## src/hdl/pva_pkg.sv

```systemverilog
package pva_pkg;

  localparam int VOICES     = 32;
  localparam int AGE_BITS   = 32;
  localparam int PRIO_W     = 8;
  localparam int SESS_W     = 32;
  localparam int TYPE_W     = 2;
  localparam int REQ_VIDX_W = 5;
  localparam int OUT_VIDX_W = 5;
  localparam int OUT_CNT_W  = 6;
  localparam int VIDX_W     = (VOICES > 1) ? $clog2(VOICES) : 1;
  localparam int CNT_W      = $clog2(VOICES + 1);

  typedef enum logic [TYPE_W-1:0] {
    REQ_ALLOC   = 2'd0,
    REQ_RELEASE = 2'd1,
    REQ_CANCEL  = 2'd2,
    REQ_NONE    = 2'd3
  } req_type_t;

  typedef struct packed {
    logic [PRIO_W-1:0]   prio;
    logic [SESS_W-1:0]   sess;
    logic [AGE_BITS-1:0] age;
  } voice_ent_t;

  localparam int ENT_W = $bits(voice_ent_t);

endpackage

```

## src/hdl/pva_ram.sv

```systemverilog
module pva_ram #(
  parameter int WIDTH = 8,
  parameter int DEPTH = 32,
  localparam int AW = (DEPTH > 1) ? $clog2(DEPTH) : 1
) (
  input  logic             clk,
  input  logic             wr_en,
  input  logic [AW-1:0]    wr_addr,
  input  logic [WIDTH-1:0] wr_data,
  input  logic [AW-1:0]    rd_addr,
  output logic [WIDTH-1:0] rd_data
);

  logic [WIDTH-1:0] mem [DEPTH];

  always_ff @(posedge clk) begin
    if (wr_en) begin
      mem[wr_addr] <= wr_data;
    end
    rd_data <= mem[rd_addr];
  end

endmodule

```

## src/hdl/pva_cmp.sv

```systemverilog
module pva_cmp import pva_pkg::*; (
  input  voice_ent_t        cand,
  input  voice_ent_t        best,
  input  logic [PRIO_W-1:0] req_prio,
  output logic              better
);

  logic cand_prot;
  logic best_prot;

  assign cand_prot = cand.prio > req_prio;
  assign best_prot = best.prio > req_prio;

  always_comb begin
    if (cand_prot != best_prot) begin
      better = !cand_prot;
    end else if (cand.prio != best.prio) begin
      better = cand.prio < best.prio;
    end else begin
      better = cand.age < best.age;
    end
  end

endmodule

```

## src/hdl/priority_voice_allocator.sv

```systemverilog
// Voice allocator with priority-based stealing. An item is accepted when start is high
// and busy is low. Allocate and cancel items sweep the voice table one entry per cycle
// through a table RAM with one write and one read port and one shared victim comparator,
// then pass to the finish state; release and unknown items go straight to it from idle.
// Each result is shown for exactly one cycle with out_valid high; the receiver cannot
// stall it, and a new item may be started in the same cycle the result is shown.
module priority_voice_allocator import pva_pkg::*; (
  input  logic                  clk,
  input  logic                  rst_n,
  input  logic                  start,
  output logic                  busy,
  input  logic [TYPE_W-1:0]     in_req_type,
  input  logic [PRIO_W-1:0]     in_req_priority,
  input  logic [SESS_W-1:0]     in_req_session,
  input  logic [REQ_VIDX_W-1:0] in_req_voice,
  output logic                  out_valid,
  output logic [OUT_VIDX_W-1:0] out_voice_index,
  output logic                  out_stole,
  output logic [SESS_W-1:0]     out_stolen_session,
  output logic [OUT_CNT_W-1:0]  out_freed_count,
  output logic [OUT_CNT_W-1:0]  out_active_count
);

  typedef enum logic [1:0] {
    ST_IDLE,
    ST_SCAN,
    ST_FINISH
  } state_t;

  state_t                state_r;
  req_type_t             req_type_r;
  logic [PRIO_W-1:0]     req_prio_r;
  logic [SESS_W-1:0]     req_sess_r;
  logic [VIDX_W-1:0]     rel_idx_r;
  logic                  rel_ok_r;
  logic [VOICES-1:0]     active_r;
  logic [CNT_W-1:0]      active_cnt_r;
  logic [AGE_BITS-1:0]   age_r;
  logic [CNT_W-1:0]      rd_idx_r;
  logic                  dv_r;
  logic [VIDX_W-1:0]     idx_d_r;
  logic                  free_found_r;
  logic [VIDX_W-1:0]     free_idx_r;
  logic [VIDX_W-1:0]     best_idx_r;
  voice_ent_t            best_r;
  logic [CNT_W-1:0]      freed_r;
  logic                  out_valid_r;
  logic [OUT_VIDX_W-1:0] out_voice_index_r;
  logic                  out_stole_r;
  logic [SESS_W-1:0]     out_stolen_session_r;
  logic [OUT_CNT_W-1:0]  out_freed_count_r;
  logic [OUT_CNT_W-1:0]  out_active_count_r;

  logic [VIDX_W-1:0]     rd_addr;
  logic [ENT_W-1:0]      ram_rd;
  voice_ent_t            rd_ent;
  voice_ent_t            wr_ent;
  logic                  wr_en;
  logic [VIDX_W-1:0]     pick;
  logic                  better;
  logic                  rel_hit;
  logic [CNT_W-1:0]      freed_new;
  logic [CNT_W-1:0]      cnt_new;

  assign busy    = state_r != ST_IDLE;
  assign rd_addr = rd_idx_r[VIDX_W-1:0];
  assign rd_ent  = voice_ent_t'(ram_rd);
  assign pick    = free_found_r ? free_idx_r : best_idx_r;
  assign wr_en   = (state_r == ST_FINISH) && (req_type_r == REQ_ALLOC);
  assign wr_ent  = '{prio: req_prio_r, sess: req_sess_r, age: age_r};
  assign rel_hit = rel_ok_r && active_r[rel_idx_r];

  pva_ram #(
    .WIDTH (ENT_W),
    .DEPTH (VOICES)
  ) u_ram (
    .clk     (clk),
    .wr_en   (wr_en),
    .wr_addr (pick),
    .wr_data (wr_ent),
    .rd_addr (rd_addr),
    .rd_data (ram_rd)
  );

  pva_cmp u_cmp (
    .cand     (rd_ent),
    .best     (best_r),
    .req_prio (req_prio_r),
    .better   (better)
  );

  always_comb begin
    freed_new = '0;
    cnt_new   = active_cnt_r;
    case (req_type_r)
      REQ_ALLOC: begin
        cnt_new = active_cnt_r + CNT_W'(free_found_r);
      end
      REQ_RELEASE: begin
        freed_new = CNT_W'(rel_hit);
        cnt_new   = active_cnt_r - CNT_W'(rel_hit);
      end
      REQ_CANCEL: begin
        freed_new = freed_r;
        cnt_new   = active_cnt_r - freed_r;
      end
      default: begin
        freed_new = '0;
        cnt_new   = active_cnt_r;
      end
    endcase
  end

  always_ff @(posedge clk) begin
    if (!rst_n) begin
      state_r      <= ST_IDLE;
      active_r     <= '0;
      active_cnt_r <= '0;
      age_r        <= '0;
      dv_r         <= 1'b0;
      out_valid_r  <= 1'b0;
    end else begin
      out_valid_r <= 1'b0;
      dv_r        <= 1'b0;
      case (state_r)
        ST_IDLE: begin
          if (start) begin
            req_type_r   <= req_type_t'(in_req_type);
            req_prio_r   <= in_req_priority;
            req_sess_r   <= in_req_session;
            rel_idx_r    <= VIDX_W'(in_req_voice);
            rel_ok_r     <= 32'(in_req_voice) < VOICES;
            rd_idx_r     <= '0;
            free_found_r <= 1'b0;
            freed_r      <= '0;
            if (in_req_type == REQ_ALLOC || in_req_type == REQ_CANCEL) begin
              state_r <= ST_SCAN;
            end else begin
              state_r <= ST_FINISH;
            end
          end
        end
        ST_SCAN: begin
          if (32'(rd_idx_r) < VOICES) begin
            rd_idx_r <= rd_idx_r + CNT_W'(1);
            dv_r     <= 1'b1;
            idx_d_r  <= rd_addr;
          end
          if (dv_r) begin
            if (req_type_r == REQ_CANCEL) begin
              if (active_r[idx_d_r] && rd_ent.sess == req_sess_r) begin
                active_r[idx_d_r] <= 1'b0;
                freed_r           <= freed_r + CNT_W'(1);
              end
            end else begin
              if (!active_r[idx_d_r] && !free_found_r) begin
                free_found_r <= 1'b1;
                free_idx_r   <= idx_d_r;
              end
              if (idx_d_r == '0 || better) begin
                best_idx_r <= idx_d_r;
                best_r     <= rd_ent;
              end
            end
            if (32'(idx_d_r) == VOICES - 1) begin
              state_r <= ST_FINISH;
            end
          end
        end
        ST_FINISH: begin
          state_r              <= ST_IDLE;
          out_valid_r          <= 1'b1;
          out_voice_index_r    <= '0;
          out_stole_r          <= 1'b0;
          out_stolen_session_r <= '0;
          out_freed_count_r    <= OUT_CNT_W'(freed_new);
          out_active_count_r   <= OUT_CNT_W'(cnt_new);
          active_cnt_r         <= cnt_new;
          case (req_type_r)
            REQ_ALLOC: begin
              active_r[pick]    <= 1'b1;
              age_r             <= age_r + AGE_BITS'(1);
              out_voice_index_r <= OUT_VIDX_W'(pick);
              out_stole_r       <= !free_found_r;
              if (!free_found_r) begin
                out_stolen_session_r <= best_r.sess;
              end
            end
            REQ_RELEASE: begin
              if (rel_hit) begin
                active_r[rel_idx_r] <= 1'b0;
              end
            end
            default: begin
            end
          endcase
        end
        default: begin
          state_r <= ST_IDLE;
        end
      endcase
    end
  end

  assign out_valid          = out_valid_r;
  assign out_voice_index    = out_voice_index_r;
  assign out_stole          = out_stole_r;
  assign out_stolen_session = out_stolen_session_r;
  assign out_freed_count    = out_freed_count_r;
  assign out_active_count   = out_active_count_r;

`ifndef SYNTHESIS
  a_cnt_match: assert property (@(posedge clk) disable iff (!rst_n)
    (state_r == ST_IDLE) |-> (32'(active_cnt_r) == $countones(active_r)))
    else $error("active count out of step with active bits");

  a_busy_after_start: assert property (@(posedge clk) disable iff (!rst_n)
    (start && !busy) |=> busy)
    else $error("accepted item did not raise busy");

  a_steal_full: assert property (@(posedge clk) disable iff (!rst_n)
    (out_valid && out_stole) |-> (32'(out_active_count) == VOICES))
    else $error("steal reported while a voice was free");

  a_result_idle: assert property (@(posedge clk) disable iff (!rst_n)
    out_valid |-> (state_r == ST_IDLE))
    else $error("result shown while still working");
`endif

endmodule

```

## config.mk

```make
export PLATFORM = sky130hd
export DESIGN_NAME = priority_voice_allocator
export DESIGN_NICKNAME = d
export VERILOG_FILES = /design/src/hdl/pva_pkg.sv /design/src/hdl/pva_ram.sv /design/src/hdl/pva_cmp.sv /design/src/hdl/priority_voice_allocator.sv
export SDC_FILE = /design/constraint.sdc
export NUM_CORES = 2
export LEC_CHECK = 0
export BUFFER_PORTS_ARGS = -buffer_cell sky130_fd_sc_hd__buf_2
export CAP_MARGIN = 30
export CORE_MARGIN = 3
export CORE_UTILIZATION = 40
export CTS_CLUSTER_DIAMETER = 200
export CTS_CLUSTER_SIZE = 40
export DETAILED_ROUTE_END_ITERATION = 12
export GPL_TIMING_DRIVEN = 0
export PLACE_DENSITY = 0.56
export RECOVER_POWER = 100
export SLEW_MARGIN = 20
export SYNTH_ARGS = -nofsm -noshare
export SYNTH_HDL_FRONTEND = slang
export SYNTH_HIERARCHICAL = 1
export SYNTH_SLANG_ARGS = --single-unit
```

## constraint.sdc

```tcl
create_clock -name clk -period 13 [get_ports clk]
set_clock_uncertainty 0.15 [all_clocks]
set_input_delay 0 -clock clk [delete_from_list [all_inputs] [get_ports clk]]
set_output_delay 0 -clock clk [all_outputs]
set_load 0.01 [all_outputs]
```

### Word level (Yosys, flattened, before mapping)

Memory sizes are Yosys's and may differ from the RTL's. A register that Yosys moved wholly into a read port is not among the register bits.
Cells that the tools add are included.

| operators by class | value |
|---|---|
| $add $sub $neg | 6 |
| multiply operators | 0 |
| div/mod/pow operators | 0 |
| order comparisons | 11 |
| equal/unequal tests | 19 |
| shift operators | 0 |
| muxes and demuxes | 42 |
| bitwise operators | 7 |
| reductions and logical operators | 31 |

Operators by type and width:

| kind | count |
|---|---|
| $mux W32 | 4 |
| $pmux W32 S2 | 2 |
| $and A32 B32 Y32 | 2 |
| $not A32 Y32 | 2 |
| $pmux W6 S2 | 3 |
| $add A32 B1 Y32 const B | 1 |
| $eq A32 B32 Y1 | 1 |
| $lt A32 B32 Y1 | 1 |
| $or A32 B32 Y32 | 1 |
| $mux W6 | 5 |
| $lt A5 B6 Y1 const B | 3 |
| $pmux W6 S3 | 1 |
| $reduce_and A6 Y1 | 3 |
| $gt A8 B8 Y1 | 2 |
| $ne A2 B2 Y1 const B | 8 |
| $demux W1 S5 | 3 |
| $ge A5 B1 Y1 const B | 3 |
| $mux W1 | 15 |
| $add A6 B1 Y6 const B | 2 |
| $bmux W1 S5 | 2 |
| $reduce_and A5 Y1 | 2 |
| $reduce_and A3 Y1 | 3 |
| $lt A8 B8 Y1 | 1 |
| $mux W2 | 4 |
| 24 further kinds | 42 |

| word-level totals | value |
|---|---|
| register bits after elaboration | 271 |
| bits in latches | 0 |
| bits in writable memories | 2304 |
| ROM bits | 0 |
| bits of input ports | 50 |
| output and inout bits | 52 |
| memories kept | 1 |

Memories:

| name | words | width | read ports | clocked after memory_dff | wr ports | line | source |
|---|---|---|---|---|---|---|---|
| u_ram.mem | 32 | 72 | 1 | 1 | 1 | pva_ram.sv:14 | `logic [WIDTH-1:0] mem [DEPTH];` |

### Logic depth before layout (Yosys ltp)

| logic depth | value |
|---|---|
| depth in word-level cells | 10 |
| depth in mapped cells | 15 |
| mapped depth without buffers | 14 |

### By module

The synthesis kept the hierarchy.

By module, submodules not included:

| module | times used | cells an instance | area each (um^2) | seq. area each (um^2) |
|---|---|---|---|---|
| pva_ram | 1 | 3483 | 88791.4 | 70627.7 |
| priority_voice_allocator | 1 | 904 | 11730.0 | 7397.1 |
| pva_cmp | 1 | 192 | 1375.1 | 0.0 |

### Worst setup path before layout

Ideal clock, no wire load.

| timing | value |
|---|---|
| path type | register to register |
| start point | reg req_prio_r[2] |
| end point | reg best_idx_r[0], enable pin |
| library setup time | 0.701 ns |
| data arrival time | 9.136 ns |
| required time | 12.149 ns |
| slack | 3.013 ns |
| cell stages (with the launch flop) | 11 |
| path buffers | 0 |
| path through | edfxtp_1 inv_1 ha_1 nand3_1 o22ai_1 nor2_1 nor2_1 a2bb2oi_1 maj3_2 nor2_1 nor4_1 |

| on the way | value |
|---|---|
| longest elaborated chain between the ends | 5 |
| elaborated cells on any way between the ends | 7 |
| those cells by class | order compare (2); eq/ne (1); mux (1); reduce/logical (3) |

Ends and longest elaborated chain:

| what | line | source |
|---|---|---|
| start, declared | priority_voice_allocator.sv:32 | `logic [PRIO_W-1:0] req_prio_r;` |
| start signal, assigned | priority_voice_allocator.sv:129 | `req_prio_r <= in_req_priority;` |
| $gt A8 B8 Y1 (on tied branches) | pva_cmp.sv:11, pva_cmp.sv:12 |  |
| $ne A1 B1 Y1 or $logic_not A1 Y1 (tied branches) | pva_cmp.sv:15, pva_cmp.sv:16 |  |
| $mux W1 (*) | pva_cmp.sv:15 | `if (cand_prot != best_prot) begin` |
| net better | priority_voice_allocator.sv:60 | `logic better;` |
| $logic_or A1 B1 Y1 (*) | priority_voice_allocator.sv:160 | `if (idx_d_r == '0 \|\| better) begin` |
| $reduce_and A5 Y1 (no line) (*) | -- |  |
| end signal, assigned | priority_voice_allocator.sv:161 | `best_idx_r <= idx_d_r;` |
| end, declared | priority_voice_allocator.sv:44 | `logic [VIDX_W-1:0] best_idx_r;` |

The timed path passes the listed nets; every way through them passes the cells marked *.
A chain may end at the register's enable or synchronous reset.

### Worst setup path in the final report

| timing | value |
|---|---|
| start point | reg req_type_r[1] |
| end point | mem u_ram/mem[12][11] in the netlist's numbering, enable pin |

| on the way | value |
|---|---|
| longest elaborated chain between the ends | 4 |

Ends and longest elaborated chain:

| what | line | source |
|---|---|---|
| start, declared | priority_voice_allocator.sv:31 | `req_type_t req_type_r;` |
| start signal, assigned | priority_voice_allocator.sv:128 | `req_type_r <= req_type_t'(in_req_type);` |
| $logic_not A2 Y1 | priority_voice_allocator.sv:69 | `assign wr_en = (state_r == ST_FINISH) && (req_type_r == REQ_ALLOC);` |
| $logic_and A1 B1 Y1 | priority_voice_allocator.sv:69 |  |
| net wr_en | priority_voice_allocator.sv:58 | `logic wr_en;` |
| $mux W1 | pva_ram.sv:17 | `if (wr_en) begin` |
| $mux W1 (implied by the code) | pva_ram.sv:18 | `mem[wr_addr] <= wr_data;` |
| end, declared | pva_ram.sv:14 |  |

The timed path passes the listed nets, and every way through them passes these cells.

==> impl_metrics.env <==
export IMPL_critical_path_arrival_ps=8180
export IMPL_timing_critical_path_from_type="flop"
export IMPL_first_iter_violations=6526
export IMPL_power_leakage_nw=33.8
export IMPL_holdBufCountCts=98
export IMPL_setup_worst_path_class="reg -> reg"
export IMPL_fin_nets=5257
export IMPL_synth_nets=4700
export IMPL_ys_async_sr_fraction_pct=0
export IMPL_residual_drc=0
export IMPL_dp_cells=8264
export IMPL_path_clk_slew_ps=140
export IMPL_regToRegStartpoint="req_type_r[1]$_DFFE_PP_"
export IMPL_grt_start_max_net_pins=42
export IMPL_r2r_slack_ps=5060
export IMPL_die_width_um=511
export IMPL_worst_slew_margin_rel_pct=-87.6
export IMPL_cells_taking_the_most_area_after_synthesis="sky130_fd_sc_hd__edfxtp_1, sky130_fd_sc_hd__mux4_2, sky130_fd_sc_hd__dfxtp_1, sky130_fd_sc_hd__mux2_2, sky130_fd_sc_hd__ha_1"
export IMPL_mostFrequentLayoutCell="sky130_fd_sc_hd__edfxtp_1"
export IMPL_gp_congestion=0.879
export IMPL_rsz0062_at_grt="no"
export IMPL_routed_via_count=50400
export IMPL_critical_path_endpoint_type="flop"
export IMPL_timing_max_transition_violations_final=798
export IMPL_post_route_util_pct=44.0
export IMPL_r2r_worst_path_cells=11
export IMPL_most_common_layout_cells="sky130_fd_sc_hd__edfxtp_1, sky130_fd_sc_hd__mux4_2, sky130_fd_sc_hd__clkbuf_1"
export IMPL_floorplan_die_area_um2=261000
export IMPL_max_cap_violations=60
export IMPL_dp_hpwl_mm=199
export IMPL_grt_overflow_total=0
export IMPL_antenna_found_initial=11
export IMPL_synthesis_area_um2=102000
export IMPL_layout_drive_gt1_share_pct=20.4
export IMPL_routed_wirelength_mm=284
export IMPL_post_route_period_util_pct=61.1
export IMPL_first_pass_grt_wire_length_mm=396
export IMPL_avgViaCountPerCell=5.90
export IMPL_core_area_um2=252000
export IMPL_critical_path_slowest_cell="sky130_fd_sc_hd__nor2_1"
export IMPL_total_number_of_h_tree_levels=3
export IMPL_io_buffers=100
export IMPL_cts_tree="done"
export IMPL_final_hold_violation_count=0
export IMPL_instances_no_fill=8549
export IMPL_start_util_pct=40.4
export IMPL_regToRegEndpoint="u_ram/mem[12][11]$_DFFE_PP_"
export IMPL_timing_critical_path_from="req_type_r[1]$_DFFE_PP_"
export IMPL_clkLatencyLatePin_ps=790
export IMPL_cpPeakStageDelay_ps=1480
export IMPL_cts_buffers_inserted=76
export IMPL_synth_largest_area_cell="sky130_fd_sc_hd__edfxtp_1"
export IMPL_synthDistinctLibCells=69
export IMPL_fin_tns_setup_ps=0
export IMPL_floorplan_die_height_um=511
export IMPL_worstSetupPathDepth=11
export IMPL_violations_in_the_final_reports="max-capacitance violations, max-slew violations"
export IMPL_synth_seq_cells=2647
export IMPL_avgRoutedWirePerCell_um=33.2
export IMPL_crit_family="buffers and inverters"
export IMPL_worstPathCellList="inv_1 > ha_1 > and2_0 > clkbuf_1 > or3b_2 > clkbuf_1 > clkbuf_1 > nor2_1 > clkbuf_1 > clkbuf_1 > clkbuf_1"
export IMPL_clock_tree_buffer_depth=3
export IMPL_tightestPinTransition_ps=2810
export IMPL_post_synth_inst_count=4579
export IMPL_layout_filler_cells=21800
export IMPL_vdd_drop_max_mv=0.119
export IMPL_synthToLayoutAreaGrowth_pct=8.94
export IMPL_outcome="finished with violations"
export IMPL_max_clock_freq_mhz=126
export IMPL_groute_usage_overall_pct=21.5
export IMPL_post_cts_repair_setup_buffers=0
export IMPL_final_period_minus_worst_setup_slack_ps=7940
export IMPL_boundaryPins=102
export IMPL_synth_top_area_share_pct=73.7
export IMPL_synth_yosys_seq_area_share_pct=76.6
export IMPL_worst_setup_path_endpoint="u_ram/mem[12][11]$_DFFE_PP_"
export IMPL_rows=184
export IMPL_setup_viol=0
export IMPL_drt_pass1_iter_count=6
export IMPL_synthFlopType="sky130_fd_sc_hd__edfxtp_1"
export IMPL_yosysWarnings=6
export IMPL_worst_path_buf_inv=7
export IMPL_post_cts_resized=0
export IMPL_cts_sinks=2647
export IMPL_crit_top_cell="sky130_fd_sc_hd__clkbuf_1"
export IMPL_cp_data_required_time_ps=13230
export IMPL_ctsRootBufferMaster="sky130_fd_sc_hd__clkbuf_16"
export IMPL_critical_path_max_fanout=14
export IMPL_antenna_left=0
export IMPL_first_global_vias=49600
export IMPL_hold_path_class="in -> reg"
export IMPL_synth_area_per_cell_um2=22.3
export IMPL_synth_edff_count=2501
export IMPL_power_density_cell_area_nw_per_um2=136
-- how the worst min path moves through the flow --
stage / slack, ps / startpoint / cells after the start / endpoint
CTS: 70 / rst_n / 4 / out_valid$_SDFF_PN0_
finish: 130 / rst_n / 4 / out_valid$_SDFF_PN0_
detailed placement: 30 / in_req_voice[0] / 1 / rel_idx_r[0]$_DFFE_PP_
global placement: 30 / in_req_session[7] / 1 / req_sess_r[7]$_DFFE_PP_
floorplan: -50 / in_req_voice[0] / 0 / rel_idx_r[0]$_DFFE_PP_
global route: 100 / rst_n / 4 / out_valid$_SDFF_PN0_
-- power by group --
part	switching, W	internal [W]
logic	0.00112	0.000819
registers	0.000137	0.00944
clock network	0.00244	0.00119
-- metrics by stage --
step / setup slack (ps) / instance area (µm²) / total power (W) / hold slack, ps
6_report: 5060 / 111000 / 0.0151 / 125
5_1_grt: 4890 / 111000 / 0.0156 / 102
4_1_cts: 7850 / 115000 / 0.0153 / 66.6
3_5_place_dp: 7900 / 112000 / 0.0117 / 28.1
2_1_floorplan: 3010 / 102000 / 0.0109 / -51.1
3_3_place_gp: -6930 / 107000 / 0.0117 / 26.5
-- Yosys cell counts, drive strengths merged, types with 2 or more instances --
cell type,instances
nand2,55
nor2b,12
nor4,8
a221oi,20
o31a,3
clkbuf,95
nor3,19
nand3,24
nand3b,8
mux2i,69
a21oi,67
o2bb2ai,4
nor2,125
or2,3
xnor2,26
edfxtp,2501
a22oi,66
and3,13
o21ai,41
o31ai,3
buf,123
a211oi,35
ha,70
o221ai,4
nor4b,2
and2,50
mux2,89
o211ai,5
nor3b,4
mux4,683
dfxtp,146
inv,76
a21o,3
or3,9
nand4,19
xor2,42
and4,7
o22ai,19
o21a,3
or3b,3
nand2b,11
-- worst register-to-register path, cell delays in order (launching register included) --
cell and delay [ps]:
sky130_fd_sc_hd__edfxtp_1 510, sky130_fd_sc_hd__inv_1 120, sky130_fd_sc_hd__ha_1 340, sky130_fd_sc_hd__and2_0 250, sky130_fd_sc_hd__clkbuf_1 780, sky130_fd_sc_hd__or3b_2 510, sky130_fd_sc_hd__clkbuf_1 160, sky130_fd_sc_hd__clkbuf_1 210
sky130_fd_sc_hd__nor2_1 1480, sky130_fd_sc_hd__clkbuf_1 910, sky130_fd_sc_hd__clkbuf_1 980, sky130_fd_sc_hd__clkbuf_1 1120
-- final cells by class --
type | count | area [µm²] | share of cell area, %
diodes | 4 | 10.0 | 0.00902
clock buffers | 135 | 2190 | 1.97
clock inverters | 4 | 82.6 | 0.0744
repair buffers | 479 | 2660 | 2.40
plain buffers | 218 | 1040 | 0.937
multi-input cells | 1638 | 22500 | 20.3
inverters | 76 | 287 | 0.258
well taps | 3348 | 4190 | 3.77
flip-flops and latches | 2647 | 78000 | 70.3
-- sequential cells by signal, summed over array words and instances (netlist names), 5 cells and up --
| name | count |
|---|---|
| age_r | 32 |
| idx_d_r | 5 |
| free_idx_r | 5 |
| rel_idx_r | 5 |
| u_ram/mem | 2304 |
| freed_r | 6 |
| req_prio_r | 8 |
| u_ram/rd_data | 72 |
| out_voice_index | 5 |
| req_sess_r | 32 |
| active_cnt_r | 6 |
| out_freed_count | 6 |
| rd_idx_r | 6 |
| best_r | 72 |
| out_active_count | 6 |
| best_idx_r | 5 |
| active_r | 32 |
| out_stolen_session | 32 |
-- per-layer routing --
metal | track usage, % | up-vias | wire length (µm)
met5 | 0 | - | 13
met4 | 3.80 | 2 | 6150
met3 | 2.49 | 251 | 19000
met2 | 34.3 | 1888 | 134000
met1 | 32.3 | 28200 | 124000
li1 | - | 20100 | -
-- cell families after synthesis --
kind of cell	share of synthesized area [%]
flops	76.6
mux	16.8
simple gates	1.89
buf+inv	1.29
compound gates	2.02
fa+ha+maj	0.890
xor+xnor	0.584
No activity file was read; power rests on OpenSTA's default activity.
